## src/rtl/ssb_pkg.sv

```systemverilog
// Shared types, constants and the reciprocal step table of the sprite blitter.
package ssb_pkg;

	// Default geometry
	localparam int SCREEN_WIDTH_DEF  = 144;
	localparam int SPRITE_TEXELS_DEF = 256;

	// Field widths
	localparam int SIZE_W      = 5;
	localparam int COORD_FRAC  = 11;
	localparam int COORD_W     = 16 - COORD_FRAC;
	localparam int TADDR_W     = 2 * SIZE_W + 1;
	localparam int FADDR_W     = 15;
	localparam int CFG_DATA_W  = 8;
	localparam int CFG_INDEX_W = 3;

	// Step numerator: 1.0 in 1.15 texel units per 4.4 scale unit
	localparam logic [15:0] STEP_NUM = 16'h8000;

	// Command codes
	localparam logic CMD_LOAD  = 1'b0;
	localparam logic CMD_QUERY = 1'b1;

	// Configuration register indexes
	typedef enum logic [CFG_INDEX_W-1:0] {
		CFG_CLIP_LEFT     = 3'd0,
		CFG_CLIP_RIGHT    = 3'd1,
		CFG_CLIP_TOP      = 3'd2,
		CFG_CLIP_BOTTOM   = 3'd3,
		CFG_SPRITE_WIDTH  = 3'd4,
		CFG_SPRITE_HEIGHT = 3'd5
	} cfg_index_t;

	// Configuration reset values
	localparam logic [7:0]        CLIP_LEFT_RST     = 8'd0;
	localparam logic [7:0]        CLIP_RIGHT_RST    = 8'd144;
	localparam logic [7:0]        CLIP_TOP_RST      = 8'd16;
	localparam logic [7:0]        CLIP_BOTTOM_RST   = 8'd167;
	localparam logic [SIZE_W-1:0] SPRITE_WIDTH_RST  = 5'd16;
	localparam logic [SIZE_W-1:0] SPRITE_HEIGHT_RST = 5'd14;

	typedef struct packed {
		logic [7:0]        clip_left;
		logic [7:0]        clip_right;
		logic [7:0]        clip_top;
		logic [7:0]        clip_bottom;
		logic [SIZE_W-1:0] sprite_width;
		logic [SIZE_W-1:0] sprite_height;
	} cfg_t;

	// Input transaction
	typedef struct packed {
		logic               cmd;
		logic [7:0]         texel_index;
		logic [7:0]         texel_value;
		logic [7:0]         screen_x;
		logic [7:0]         screen_y;
		logic signed [15:0] sprite_x;
		logic signed [15:0] sprite_y;
		logic [7:0]         scale_x;
		logic [7:0]         scale_y;
		logic [7:0]         tint;
	} in_item_t;

	// Result transaction
	typedef struct packed {
		logic               write_enable;
		logic [7:0]         pixel_value;
		logic [FADDR_W-1:0] frame_address;
	} out_item_t;

	// Per-axis unit operands
	typedef struct packed {
		logic [7:0]         pos;
		logic signed [15:0] origin;
		logic [7:0]         scale;
		logic [SIZE_W-1:0]  size;
		logic [7:0]         clo;
		logic [7:0]         chi;
	} axis_in_t;

	// Per-axis stage load enables
	typedef struct packed {
		logic s1;
		logic s2;
	} axis_en_t;

	// Per-axis result: inside the clipped extent, and texel coordinate
	typedef struct packed {
		logic               hit;
		logic [COORD_W-1:0] coord;
	} axis_out_t;

	// Step per screen pixel, indexed by the 4.4 scale; zero scale never draws
	typedef logic [15:0] step_lut_t [256];

	// Restoring long division, evaluated once at elaboration
	function automatic step_lut_t build_step_lut();
		step_lut_t   lut;
		logic [16:0] rem;
		logic [15:0] quo;
		lut[0] = '0;
		for (int i = 1; i < 256; i++) begin
			rem = '0;
			quo = '0;
			for (int b = 15; b >= 0; b--) begin
				rem = {rem[15:0], STEP_NUM[b]};
				if (rem >= 17'(i)) begin
					rem = rem - 17'(i);
					quo[b] = 1'b1;
				end
			end
			lut[i] = quo;
		end
		return lut;
	endfunction

	localparam step_lut_t STEP_LUT = build_step_lut();

endpackage

```

## src/rtl/ssb_ram.sv

```systemverilog
// Generic single-write, single-read RAM with registered read data.
module ssb_ram #(
	parameter int WIDTH = 8,
	parameter int DEPTH = 256
) (
	input  logic                     clk,
	input  logic                     we,
	input  logic [$clog2(DEPTH)-1:0] waddr,
	input  logic [WIDTH-1:0]         wdata,
	input  logic                     re,
	input  logic [$clog2(DEPTH)-1:0] raddr,
	output logic [WIDTH-1:0]         rdata
);

	logic [WIDTH-1:0] mem_q [DEPTH];
	logic [WIDTH-1:0] rdata_q;

	// Write port
	always_ff @(posedge clk) begin
		if (we) begin
			mem_q[waddr] <= wdata;
		end
	end

	// Read port, data holds while re is low
	always_ff @(posedge clk) begin
		if (re) begin
			rdata_q <= mem_q[raddr];
		end
	end

	assign rdata = rdata_q;

endmodule

```

## src/rtl/ssb_cfg.sv

```systemverilog
// Configuration register file of the sprite blitter: clip window and sprite size.
module ssb_cfg (
	input  logic                           clk,
	input  logic                           arst_n,
	input  logic                           we,
	input  logic [ssb_pkg::CFG_INDEX_W-1:0] index,
	input  logic [ssb_pkg::CFG_DATA_W-1:0]  data,
	output ssb_pkg::cfg_t                  cfg
);
	import ssb_pkg::*;

	cfg_t cfg_q;

	// Register writes; unknown indexes are dropped
	always_ff @(posedge clk or negedge arst_n) begin
		if (!arst_n) begin
			cfg_q.clip_left     <= CLIP_LEFT_RST;
			cfg_q.clip_right    <= CLIP_RIGHT_RST;
			cfg_q.clip_top      <= CLIP_TOP_RST;
			cfg_q.clip_bottom   <= CLIP_BOTTOM_RST;
			cfg_q.sprite_width  <= SPRITE_WIDTH_RST;
			cfg_q.sprite_height <= SPRITE_HEIGHT_RST;
		end else if (we) begin
			case (index)
				CFG_CLIP_LEFT:     cfg_q.clip_left     <= data[7:0];
				CFG_CLIP_RIGHT:    cfg_q.clip_right    <= data[7:0];
				CFG_CLIP_TOP:      cfg_q.clip_top      <= data[7:0];
				CFG_CLIP_BOTTOM:   cfg_q.clip_bottom   <= data[7:0];
				CFG_SPRITE_WIDTH:  cfg_q.sprite_width  <= data[SIZE_W-1:0];
				CFG_SPRITE_HEIGHT: cfg_q.sprite_height <= data[SIZE_W-1:0];
				default: ;
			endcase
		end
	end

	assign cfg = cfg_q;

endmodule

```

## src/rtl/ssb_axis.sv

```systemverilog
// Two-stage per-axis unit: clipped extent test and scaled texel coordinate.
module ssb_axis (
	input  logic                clk,
	input  ssb_pkg::axis_en_t   en,
	input  ssb_pkg::axis_in_t   ain,
	output ssb_pkg::axis_out_t  res
);
	import ssb_pkg::*;

	logic [2*8-4:0]     ext_prod;
	logic [7:0]         ext;
	logic signed [17:0] offs;
	logic               clip_ok;

	logic [7:0]         ext_s1;
	logic signed [17:0] offs_s1;
	logic [15:0]        step_s1;
	logic               clip_s1;

	logic [23:0]        coord_prod;
	logic               in_extent;

	logic               hit_s2;
	logic [COORD_W-1:0] coord_s2;

	// Stage 1 operands: extent, offset from the sprite edge, clip window, step
	always_comb begin
		ext_prod = 13'(ain.size) * 13'(ain.scale);
		ext      = ext_prod[11:4];
		offs     = $signed({10'd0, ain.pos}) - $signed({{2{ain.origin[15]}}, ain.origin});
		clip_ok  = (ain.pos >= ain.clo) && (ain.pos < ain.chi);
	end

	always_ff @(posedge clk) begin
		if (en.s1) begin
			ext_s1  <= ext;
			offs_s1 <= offs;
			step_s1 <= STEP_LUT[ain.scale];
			clip_s1 <= clip_ok;
		end
	end

	// Stage 2: extent test and 16-bit wrapping coordinate, integer part kept.
	// Inside the extent the offset is below 255, so its low byte is exact.
	always_comb begin
		coord_prod = 24'(offs_s1[7:0]) * 24'(step_s1);
		in_extent  = clip_s1 && !offs_s1[17] && (offs_s1[16:0] < 17'(ext_s1));
	end

	always_ff @(posedge clk) begin
		if (en.s2) begin
			hit_s2   <= in_extent;
			coord_s2 <= coord_prod[COORD_FRAC +: COORD_W];
		end
	end

	assign res.hit   = hit_s2;
	assign res.coord = coord_s2;

endmodule

```

## src/rtl/scaled_sprite_blitter_core.sv

```systemverilog
// Top level of the scaled, clipped, tinted sprite blitter, one screen pixel per transaction.
// Throughput: one transaction per cycle while rsp_stall is low, loads and queries alike.
// Pipeline: five register stages, the two per-axis stages,
//   texel address, sprite store read and the output register.
// Reset: arst_n clears the stage valid bits and loads the configuration defaults;
//   sprite store contents are undefined until loaded, no clearing pass.
module scaled_sprite_blitter_core #(
	parameter int SCREEN_WIDTH  = ssb_pkg::SCREEN_WIDTH_DEF,
	parameter int SPRITE_TEXELS = ssb_pkg::SPRITE_TEXELS_DEF
) (
	input  logic                            clk,
	input  logic                            arst_n,
	input  logic                            req_valid,
	output logic                            req_stall,
	input  ssb_pkg::in_item_t               req,
	output logic                            rsp_valid,
	input  logic                            rsp_stall,
	output ssb_pkg::out_item_t              rsp,
	input  logic                            cfg_we,
	input  logic [ssb_pkg::CFG_INDEX_W-1:0] cfg_index,
	input  logic [ssb_pkg::CFG_DATA_W-1:0]  cfg_data
);
	import ssb_pkg::*;

	localparam int AW   = $clog2(SPRITE_TEXELS);
	localparam int FA_W = 8 + $clog2(SCREEN_WIDTH) + 1;

	cfg_t      cfg;
	axis_in_t  ax_x_in, ax_y_in;
	axis_out_t ax_x, ax_y;
	axis_en_t  ax_en;

	// Stage valid bits and advance conditions
	logic v_s1, v_s2, v_s3, v_s4, v_s5;
	logic rdy_s1, rdy_s2, rdy_s3, rdy_s4, rdy_s5;

	// Payload carried down the pipe
	logic               cmd_s1, cmd_s2, cmd_s3, cmd_s4;
	logic [7:0]         tint_s1, tint_s2, tint_s3, tint_s4;
	logic [FADDR_W-1:0] fa_s1, fa_s2, fa_s3, fa_s4;
	logic [7:0]         idx_s1, idx_s2, idx_s3;
	logic [7:0]         val_s1, val_s2, val_s3;
	logic               hit_s3, hit_s4;
	logic [TADDR_W-1:0] ta_s3;
	out_item_t          rsp_s5;

	logic [FA_W-1:0]    fa_full;
	logic [TADDR_W-1:0] ta_next;
	logic               ta_ok;
	logic               store_we;
	logic [7:0]         texel;
	logic               draw;
	out_item_t          rsp_next;

	ssb_cfg u_cfg (
		.clk    (clk),
		.arst_n (arst_n),
		.we     (cfg_we),
		.index  (cfg_index),
		.data   (cfg_data),
		.cfg    (cfg)
	);

	// Backpressure: a stage loads when it is empty or its successor loads
	assign rdy_s5    = !v_s5 || !rsp_stall;
	assign rdy_s4    = !v_s4 || rdy_s5;
	assign rdy_s3    = !v_s3 || rdy_s4;
	assign rdy_s2    = !v_s2 || rdy_s3;
	assign rdy_s1    = !v_s1 || rdy_s2;
	assign req_stall = !rdy_s1;

	always_ff @(posedge clk or negedge arst_n) begin
		if (!arst_n) begin
			v_s1 <= 1'b0;
			v_s2 <= 1'b0;
			v_s3 <= 1'b0;
			v_s4 <= 1'b0;
			v_s5 <= 1'b0;
		end else begin
			if (rdy_s1) v_s1 <= req_valid;
			if (rdy_s2) v_s2 <= v_s1;
			if (rdy_s3) v_s3 <= v_s2;
			if (rdy_s4) v_s4 <= v_s3;
			if (rdy_s5) v_s5 <= v_s4;
		end
	end

	// Per-axis units, stages 1 and 2
	assign ax_en.s1 = rdy_s1;
	assign ax_en.s2 = rdy_s2;

	always_comb begin
		ax_x_in.pos    = req.screen_x;
		ax_x_in.origin = req.sprite_x;
		ax_x_in.scale  = req.scale_x;
		ax_x_in.size   = cfg.sprite_width;
		ax_x_in.clo    = cfg.clip_left;
		ax_x_in.chi    = cfg.clip_right;
		ax_y_in.pos    = req.screen_y;
		ax_y_in.origin = req.sprite_y;
		ax_y_in.scale  = req.scale_y;
		ax_y_in.size   = cfg.sprite_height;
		ax_y_in.clo    = cfg.clip_top;
		ax_y_in.chi    = cfg.clip_bottom;
	end

	ssb_axis u_axis_x (
		.clk (clk),
		.en  (ax_en),
		.ain (ax_x_in),
		.res (ax_x)
	);

	ssb_axis u_axis_y (
		.clk (clk),
		.en  (ax_en),
		.ain (ax_y_in),
		.res (ax_y)
	);

	// Stage 1: frame buffer address, masked to the address width
	assign fa_full = FA_W'(req.screen_y) * FA_W'(SCREEN_WIDTH) + FA_W'(req.screen_x);

	always_ff @(posedge clk) begin
		if (rdy_s1) begin
			cmd_s1  <= req.cmd;
			tint_s1 <= req.tint;
			fa_s1   <= FADDR_W'(fa_full);
			idx_s1  <= req.texel_index;
			val_s1  <= req.texel_value;
		end
	end

	always_ff @(posedge clk) begin
		if (rdy_s2) begin
			cmd_s2  <= cmd_s1;
			tint_s2 <= tint_s1;
			fa_s2   <= fa_s1;
			idx_s2  <= idx_s1;
			val_s2  <= val_s1;
		end
	end

	// Stage 3: texel address row * width + column
	assign ta_next = TADDR_W'(ax_y.coord) * TADDR_W'(cfg.sprite_width) + TADDR_W'(ax_x.coord);

	always_ff @(posedge clk) begin
		if (rdy_s3) begin
			cmd_s3  <= cmd_s2;
			tint_s3 <= tint_s2;
			fa_s3   <= fa_s2;
			idx_s3  <= idx_s2;
			val_s3  <= val_s2;
			hit_s3  <= ax_x.hit && ax_y.hit;
			ta_s3   <= ta_next;
		end
	end

	// Stage 4: sprite store access; loads write, queries read, in order
	assign ta_ok    = 32'(ta_s3) < SPRITE_TEXELS;
	assign store_we = rdy_s4 && v_s3 && (cmd_s3 == CMD_LOAD) && (32'(idx_s3) < SPRITE_TEXELS);

	ssb_ram #(
		.WIDTH (8),
		.DEPTH (SPRITE_TEXELS)
	) u_store (
		.clk   (clk),
		.we    (store_we),
		.waddr (AW'(idx_s3)),
		.wdata (val_s3),
		.re    (rdy_s4),
		.raddr (AW'(ta_s3)),
		.rdata (texel)
	);

	always_ff @(posedge clk) begin
		if (rdy_s4) begin
			cmd_s4  <= cmd_s3;
			tint_s4 <= tint_s3;
			fa_s4   <= fa_s3;
			hit_s4  <= hit_s3 && ta_ok;
		end
	end

	// Stage 5: transparency, tint and output register
	always_comb begin
		draw                   = (cmd_s4 == CMD_QUERY) && hit_s4 && (texel != 8'd0);
		rsp_next.write_enable  = draw;
		rsp_next.pixel_value   = draw ? (texel & tint_s4) : 8'd0;
		rsp_next.frame_address = (cmd_s4 == CMD_QUERY) ? fa_s4 : '0;
	end

	always_ff @(posedge clk) begin
		if (rdy_s5) begin
			rsp_s5 <= rsp_next;
		end
	end

	assign rsp_valid = v_s5;
	assign rsp       = rsp_s5;

endmodule

```

## config.mk

```make
export PLATFORM = sky130hd
export DESIGN_NAME = scaled_sprite_blitter_core
export DESIGN_NICKNAME = d
export VERILOG_FILES = /design/src/rtl/ssb_pkg.sv /design/src/rtl/ssb_ram.sv /design/src/rtl/ssb_cfg.sv /design/src/rtl/ssb_axis.sv /design/src/rtl/scaled_sprite_blitter_core.sv
export SDC_FILE = /design/constraint.sdc
export NUM_CORES = 2
export LEC_CHECK = 0
export ABC_AREA = 1
export ABC_CLOCK_PERIOD_IN_PS = 8400
export BUFFER_PORTS_ARGS = -buffer_cell sky130_fd_sc_hd__buf_2
export CORE_MARGIN = 4
export CORE_UTILIZATION = 45
export CTS_CLUSTER_SIZE = 10
export DETAILED_ROUTE_END_ITERATION = 10
export GPL_TIMING_DRIVEN = 1
export PLACE_DENSITY = 0.66
export SLEW_MARGIN = 10
export SYNTH_ARGS = -nofsm -noshare
export SYNTH_HDL_FRONTEND = slang
export SYNTH_HIERARCHICAL = 1
export SYNTH_SLANG_ARGS = --single-unit
```

## constraint.sdc

```tcl
create_clock -name clk -period 8.4 [get_ports clk]
set_input_delay 0.84 -clock clk [delete_from_list [all_inputs] [get_ports clk]]
set_output_delay 0.84 -clock clk [all_outputs]
set_load 0.03 [all_outputs]
```

* Word level (Yosys, flattened, before mapping)
Memories as Yosys holds them, arrays and structs flattened. A register that Yosys moved wholly into a read port is not among the register bits.
Cells that the tools add are included.
** Word-level totals
- Bits of input ports :: 105
- Memories :: 3
- Word-level logic and storage cells :: 110
- Register bits :: 294
- Output and inout bits :: 26
- Memory bits (read-only) :: 8192
- RAM bits :: 2048
** Memories
- (name not given) :: depth 256, width 16, rd ports 1, clocked after memory_dff 1, wr ports 0, RTL line ssb_axis.sv:38 : step_s1 <= STEP_LUT[ain.scale];
- (name not given) :: depth 256, width 16, rd ports 1, clocked after memory_dff 1, wr ports 0, RTL line ssb_axis.sv:38
- u_store.mem_q :: depth 256, width 8, rd ports 1, clocked after memory_dff 1, wr ports 1, RTL line ssb_ram.sv:15 : logic [WIDTH-1:0] mem_q [DEPTH];
** Cells by class
- Bitwise gates (word level) :: 4
- Magnitude comparators :: 7
- Muxes and demuxes :: 2
- $mul :: 6
- Add/subtract/negate cells :: 4
- Eq/ne operators :: 5
- Reduce and logical (&&, ||, !) cells :: 34
** Operators by type and width (count)
- $lt A17 B8 Y1 :: 2
- $sub A9 B16 Y17 :: 2
- $mul A8 B16 Y16 :: 2
- $mul A5 B8 Y12 :: 2
- $not A8 Y9 :: 2
- $ge A8 B8 Y1 :: 2
- $lt A8 B8 Y1 :: 2
- $add A15 B8 Y15 :: 1
- $logic_and A1 B1 Y1 :: 12
- $reduce_and A2 Y1 :: 6
- $add A10 B5 Y11 :: 1
- $lt A11 B9 Y1 const B :: 1
- $mul A8 B4 Y11 const B :: 1
- $mul A5 B5 Y10 :: 1
- $logic_not A1 Y1 :: 9
- $and A8 B8 Y8 :: 1
- $reduce_bool A8 Y1 :: 1
- $eq A3 B2 Y1 const B :: 2
- $eq A3 B3 Y1 const B :: 2
- $logic_or A1 B1 Y1 :: 5
- $eq A3 B1 Y1 const B :: 1
- $logic_not A3 Y1 :: 1
- $mux W1 :: 2
- $not A1 Y1 :: 1

* Depth between registers and ports, before layout
- Word-level depth :: 7
- Depth in mapped cells :: 22
- Gate-level depth less buffers :: 21

* Cells and area by module
Netlist, hierarchy kept.
** Modules (own cells, without submodules)
- ssb_ram :: area an instance 83476.3 um^2, cells each 7003, times used 1, sequential area each 61739.2 um^2
- ssb_axis at u_axis_y :: area an instance 9081.2 um^2, cells each 1393, times used 1, sequential area each 1441.4 um^2
- ssb_axis at u_axis_x :: area an instance 8947.3 um^2, cells each 1309, times used 1, sequential area each 1441.4 um^2
- scaled_sprite_blitter_core :: area an instance 7546.0 um^2, cells each 511, times used 1, sequential area each 5560.3 um^2
- ssb_cfg :: area an instance 1729.2 um^2, cells each 193, times used 1, sequential area each 1066.0 um^2

* Least setup slack after synthesis
OpenSTA, ideal clock, no wires.
- Kind :: in2out
- From :: input port rsp_stall
- To :: output port req_stall
- Stages :: 8
- Setup slack :: 1.818 ns
- Buffers on the path :: 0
- Arrival :: 5.742 ns
- Cells stage by stage :: nand2_1 -> nor2_2 -> inv_2 -> nor2_2 -> inv_2 -> nor2_4 -> nand2_1 -> inv_2
** Between the ends
- Cells in the longest elaborated chain, start to end :: 7
** Ends and longest elaborated chain
- start, declared :: RTL line scaled_sprite_blitter_core.sv:17 : input logic rsp_stall,
- $logic_not A1 Y1 :: RTL line scaled_sprite_blitter_core.sv:65 : assign rdy_s5 = !v_s5 || !rsp_stall;
- $logic_or A1 B1 Y1 :: RTL line scaled_sprite_blitter_core.sv:65
- $logic_or A1 B1 Y1 :: RTL line scaled_sprite_blitter_core.sv:66 : assign rdy_s4 = !v_s4 || rdy_s5;
- net rdy_s4 :: RTL line scaled_sprite_blitter_core.sv:35 : logic rdy_s1, rdy_s2, rdy_s3, rdy_s4, rdy_s5;
- $logic_or A1 B1 Y1 :: RTL line scaled_sprite_blitter_core.sv:67 : assign rdy_s3 = !v_s3 || rdy_s4;
- net rdy_s3 :: RTL line scaled_sprite_blitter_core.sv:35
- $logic_or A1 B1 Y1 :: RTL line scaled_sprite_blitter_core.sv:68 : assign rdy_s2 = !v_s2 || rdy_s3;
- $logic_or A1 B1 Y1 :: RTL line scaled_sprite_blitter_core.sv:69 : assign rdy_s1 = !v_s1 || rdy_s2;
- net rdy_s1 :: RTL line scaled_sprite_blitter_core.sv:35
- $logic_not A1 Y1 :: RTL line scaled_sprite_blitter_core.sv:70 : assign req_stall = !rdy_s1;
- end, declared :: RTL line scaled_sprite_blitter_core.sv:14 : output logic req_stall,
The timed path passes the listed nets, and every way through them passes these cells.

* Worst setup path in the final report
- From :: register v_s5 (netlist: rsp_valid)
- To :: memory u_store.mem_q[251][2], enable pin
** Between the ends
- Cells in the longest elaborated chain, start to end :: 7
** Ends and longest elaborated chain
- start, declared :: RTL line scaled_sprite_blitter_core.sv:34 : logic v_s1, v_s2, v_s3, v_s4, v_s5;
- start signal, assigned :: RTL line scaled_sprite_blitter_core.sv:84 : if (rdy_s5) v_s5 <= v_s4;
- $logic_not A1 Y1 :: RTL line scaled_sprite_blitter_core.sv:65
- $logic_or A1 B1 Y1 :: RTL line scaled_sprite_blitter_core.sv:65
- net rdy_s5 :: RTL line scaled_sprite_blitter_core.sv:35
- $logic_or A1 B1 Y1 :: RTL line scaled_sprite_blitter_core.sv:66
- net rdy_s4 :: RTL line scaled_sprite_blitter_core.sv:35
- $logic_and A1 B1 Y1 (2 in series) :: RTL line scaled_sprite_blitter_core.sv:161 : assign store_we = rdy_s4 && v_s3 && (cmd_s3 == CMD_LOAD) && (32'(idx_s3) < SPRITE_TEXELS);
- net store_we :: RTL line scaled_sprite_blitter_core.sv:50 : logic store_we;
- $mux W1 :: RTL line ssb_ram.sv:20 : if (we) begin
- $mux W1 (implied by the code) :: RTL line ssb_ram.sv:21 : mem_q[waddr] <= wdata;
- end, declared :: RTL line ssb_ram.sv:15
The timed path passes the listed nets, and every way through them passes these cells.

==> results.txt <==
The flow ran to the end, and the final reports show no timing, DRC or antenna violations. The final worst-path cycle share was 62.4%; the final total negative setup slack was 0 ps. The arrival time of data at the critical path endpoint was 5740 ps. Clock tree root buffer cell: clkbuf_16. The worst setup path is captured at a flip-flop. The worst-case IR drop observed on VDD is 0.325 mV. The critical path crosses 8 cells after its start point. Once layout is complete, the cells apart from fillers number 13600. After floorplanning, the core was sized to cover 244000 µm². The number of antenna violations at the first check in global routing was 8. The run gives 58 as the count of distinct cell types in the synthesized netlist. Once the floorplan was initialized, standard cells occupied 45.4% of the core. Maximum single-stage delay on the critical path: 970 ps. For the count of final max-slew check failures, the log shows 0. Of all cell types, the one taking the most synthesized area is edfxtp_1. Of the synthesized area, sequential elements account for 64.3%. At the end of routability-driven placement, the weighted congestion stood at 0.947. Setup repair after global routing left no endpoint under its margin. TritonCTS built the clock tree. After clock tree synthesis, the clock-pin slew on the worst setup and hold paths is 70 ps. Setup violations remaining at the end of the flow were counted as 0. In this run the critical register-to-register path is launched from rsp_valid$_DFFE_PN0P_. The die outline width was 504 µm; the count of nets left with antenna violations after detail routing was 0. The area growth from synthesis to layout came out at 9.50%. Maximum clock path buffer count: 4. During synthesis, Yosys emitted a total of 6 warnings. The first detailed-routing pass took 8 iterations.

The worst setup path is launched from a flip-flop. The achievable clock frequency came out at 191 MHz. In the final layout, the share of cells above drive strength 1 is 6.01%.

Dividing total power by cell area gives a power density of 330 nW/µm². The number of cells produced by synthesis came out at 10400. The logic depth of the worst register-to-register path is 8.

Of all nets on the critical path, the largest fanout is 36. During placement, the flow inserted port buffers numbering 130. The critical path is of the flip-flop to flip-flop type.

For the total placed instance area, the log shows 113000 µm². The number of gates resized after CTS was 0. The number of H-tree branching levels was 5; the remaining global-route overflow was 0.

The run gives 76000 as the via count of the first global-routing pass. The worst register-to-register path ends at u_store/mem_q[251][2]$_DFFE_PP_. In this run the tightest slew margin relative to its limit is 18.1%. For this run, design rule violations remaining after detail routing come to 0. The wire length of the first global-routing pass was 459 mm; the net count after synthesis was 10900.

The final non-filler cell area came out at 121000 µm². Summed over its instances, the top area cell type makes up 63.2% of the synthesized netlist area. In the post-synthesis netlist, the biggest area contributors are edfxtp_1, nand2_1, nand3_1. Entering global routing, the biggest net connects 202 pins.

The worst path meets setup with 3160 ps of slack. Across the run, the number of max-cap violations was 0. Transition at the pin with the smallest max-transition slack: 1220 ps. The final routed wirelength across all metal layers came out at 304 mm. The number of buffers and inverters on the critical path is 3, and the netlist area before placement is 111000 µm². The setup skew after layout came out at 93.9 ps. For this block, the initial DRC count from the detailed router was 8676.

Number of sinks on the clock net: 2380. Hold timing on the final database bottoms out at a slack of 77.7 ps. The routed design could run at a clock period as short as 5240 ps.

The post-synthesis register bit count came out at 2380. The total number of nets in the final design is 10800, and the insertion delay to the later sink of the worst-skew pair is 940 ps. Among cell families on the critical path, the largest total delay comes from simple AND/OR/NAND/NOR gates.

The run gives 0 as the number of hold violations in the final report. Across every metal layer, demand over resource in global routing totals 23.3%. Clock tree synthesis inserted a total of 295 buffers.

The cell at the slowest stage of the critical path is nand2_1. Average wire per cell in the routed design: 22.3 µm. The cell that appears most often on the critical path is nand2_1. After floorplanning, the core was divided into 181 placement rows. The leakage power came out at 47.0 nW. The worst register-to-register path has a setup slack of 3160 ps.

The overall die area was 254000 µm². The signal on the critical path passes through nand2_1 > nor2_2 > inv_2 > nand2_1 > inv_1 > nand2_1 > buf_4 > nor2_1. Buffers added to address setup during post-CTS repair amount to 0.

The mean post-synth cell area is 10.6 µm², and the placement-stage worst setup slack is 2600 ps. In the layout the commonest cells are nand2_1, edfxtp_1, nand3_1, inv_1, nor2_1. Most common cell after layout, fill and taps aside: nand2_1.

In this run the vertical extent of the chip is 504 µm. The number of placed instances, taps included is 13200. In the routed layout, each cell is associated on average with a via count of 5.68. The class of the worst hold path is primary input to asynchronous set/reset pin. For the number of primary I/O pins, the log shows 131. Detailed placement HPWL: 183 mm. For the worst setup path, the data required time is 8900 ps. The via count of the routed design came out at 77200.

The hold-fix buffer count after cts came out at 0.
-- report_power, final --
| group | internal [W] | switching, W | total [W] |
|---|---|---|---|
| combinational | 0.00413 | 0.0106 | 0.0148 |
| clock | 0.00648 | 0.00442 | 0.0109 |
| sequential | 0.0141 | 0.000346 | 0.0144 |
-- area by class of cell --
class / count / area [µm²]
clock buffer: 333 / 7700
multi-input combinational: 6709 / 33800
timing repair buffer: 220 / 1530
clock inverter: 20 / 220
antenna: 6 / 15.0
inverter: 729 / 2770
tap: 3202 / 4010
fill: 21400 / 123000
sequential: 2380 / 71200
-- synth_stat cells, drive strengths merged --
cell,count
clkbuf,157
o21a,6
o31a,1
a31oi,10
inv,727
o211ai,20
fa,168
o2111ai,6
o311ai,1
nand3b,10
xnor2,22
nand3,2229
nor4b,1
or2,4
edfxtp,2333
and2,1
a32o,1
o31ai,5
a21oi,141
clkinv,2
nand4,36
nor2,458
o21bai,4
o32ai,1
a211oi,5
nor3,37
nand2,3160
o221ai,5
o21ai,100
buf,434
ha,197
and3,1
dfrtp,35
a21o,8
dfstp,12
xor2,47
o22ai,9
nor4,10
a21boi,5
-- worst max path at each step --
stage,from,endpoint
3_5_place_dp,rsp_stall,u_store/mem_q[107][1]$_DFFE_PP_
5_1_grt,rsp_valid$_DFFE_PN0P_,u_store/mem_q[219][0]$_DFFE_PP_
3_3_place_gp,rsp_stall,u_store/mem_q[247][3]$_DFFE_PP_
6_report,rsp_valid$_DFFE_PN0P_,u_store/mem_q[251][2]$_DFFE_PP_
4_1_cts,rsp_valid$_DFFE_PN0P_,u_store/mem_q[251][3]$_DFFE_PP_
2_1_floorplan,rsp_stall,req_stall
-- metrics by stage --
step           total power [W]  utilization (%)
5_1_grt                 0.0423             49.7
2_1_floorplan           0.0248                -
3_3_place_gp            0.0290             46.4
4_1_cts                 0.0401             49.7
3_5_place_dp            0.0292             46.4
6_report                0.0400             49.7
-- sequential cells by signal (all words and copies together) (netlist names), 11 cells and up --
name,flops
u_store/mem_q,2048
u_cfg/cfg,42
rsp,24
u_axis_x/offs_s1,17
u_axis_y/offs_s1,17
u_axis_x/step_s1,16
u_axis_y/step_s1,16
fa_s1,15
fa_s2,15
fa_s3,15
fa_s4,15
ta_s3,11
-- logic make-up (layout without fill, tap and decap cells) --
| logic type | count (synthesis) | after routing | share of synthesized area, % |
|---|---|---|---|
| AOI/OAI and AO/OA | 328 | 328 | 1.69 |
| xor gates and xnor gates | 69 | 69 | 0.546 |
| adders and majority gates | 365 | 365 | 5.26 |
| buffers and inverters | 1320 | 1302 | 5.18 |
| DFF | 2380 | 2380 | 64.3 |
| other | 0 | 6 | 0 |
| and+or+nand+nor | 5947 | 5947 | 23.0 |
-- per-layer routing --
metal  wire, µm  up-vias  track usage (%)
li1           -    35300                -
met1     120000    37500             30.6
met2     142000     3631             37.5
met3      25700      762             3.97
met4      17000        6             11.9
met5         25        -                0
-- worst reg2reg max path, cell delays in order (launching register included) --
cell     delay (ps)
dfrtp_1         370
nand2_1         850
nor2_2           60
inv_2           600
nand2_1         230
inv_1           670
nand2_1         980
buf_4           550
nor2_1          540
Note: power is estimated with default switching activity, not from simulation.
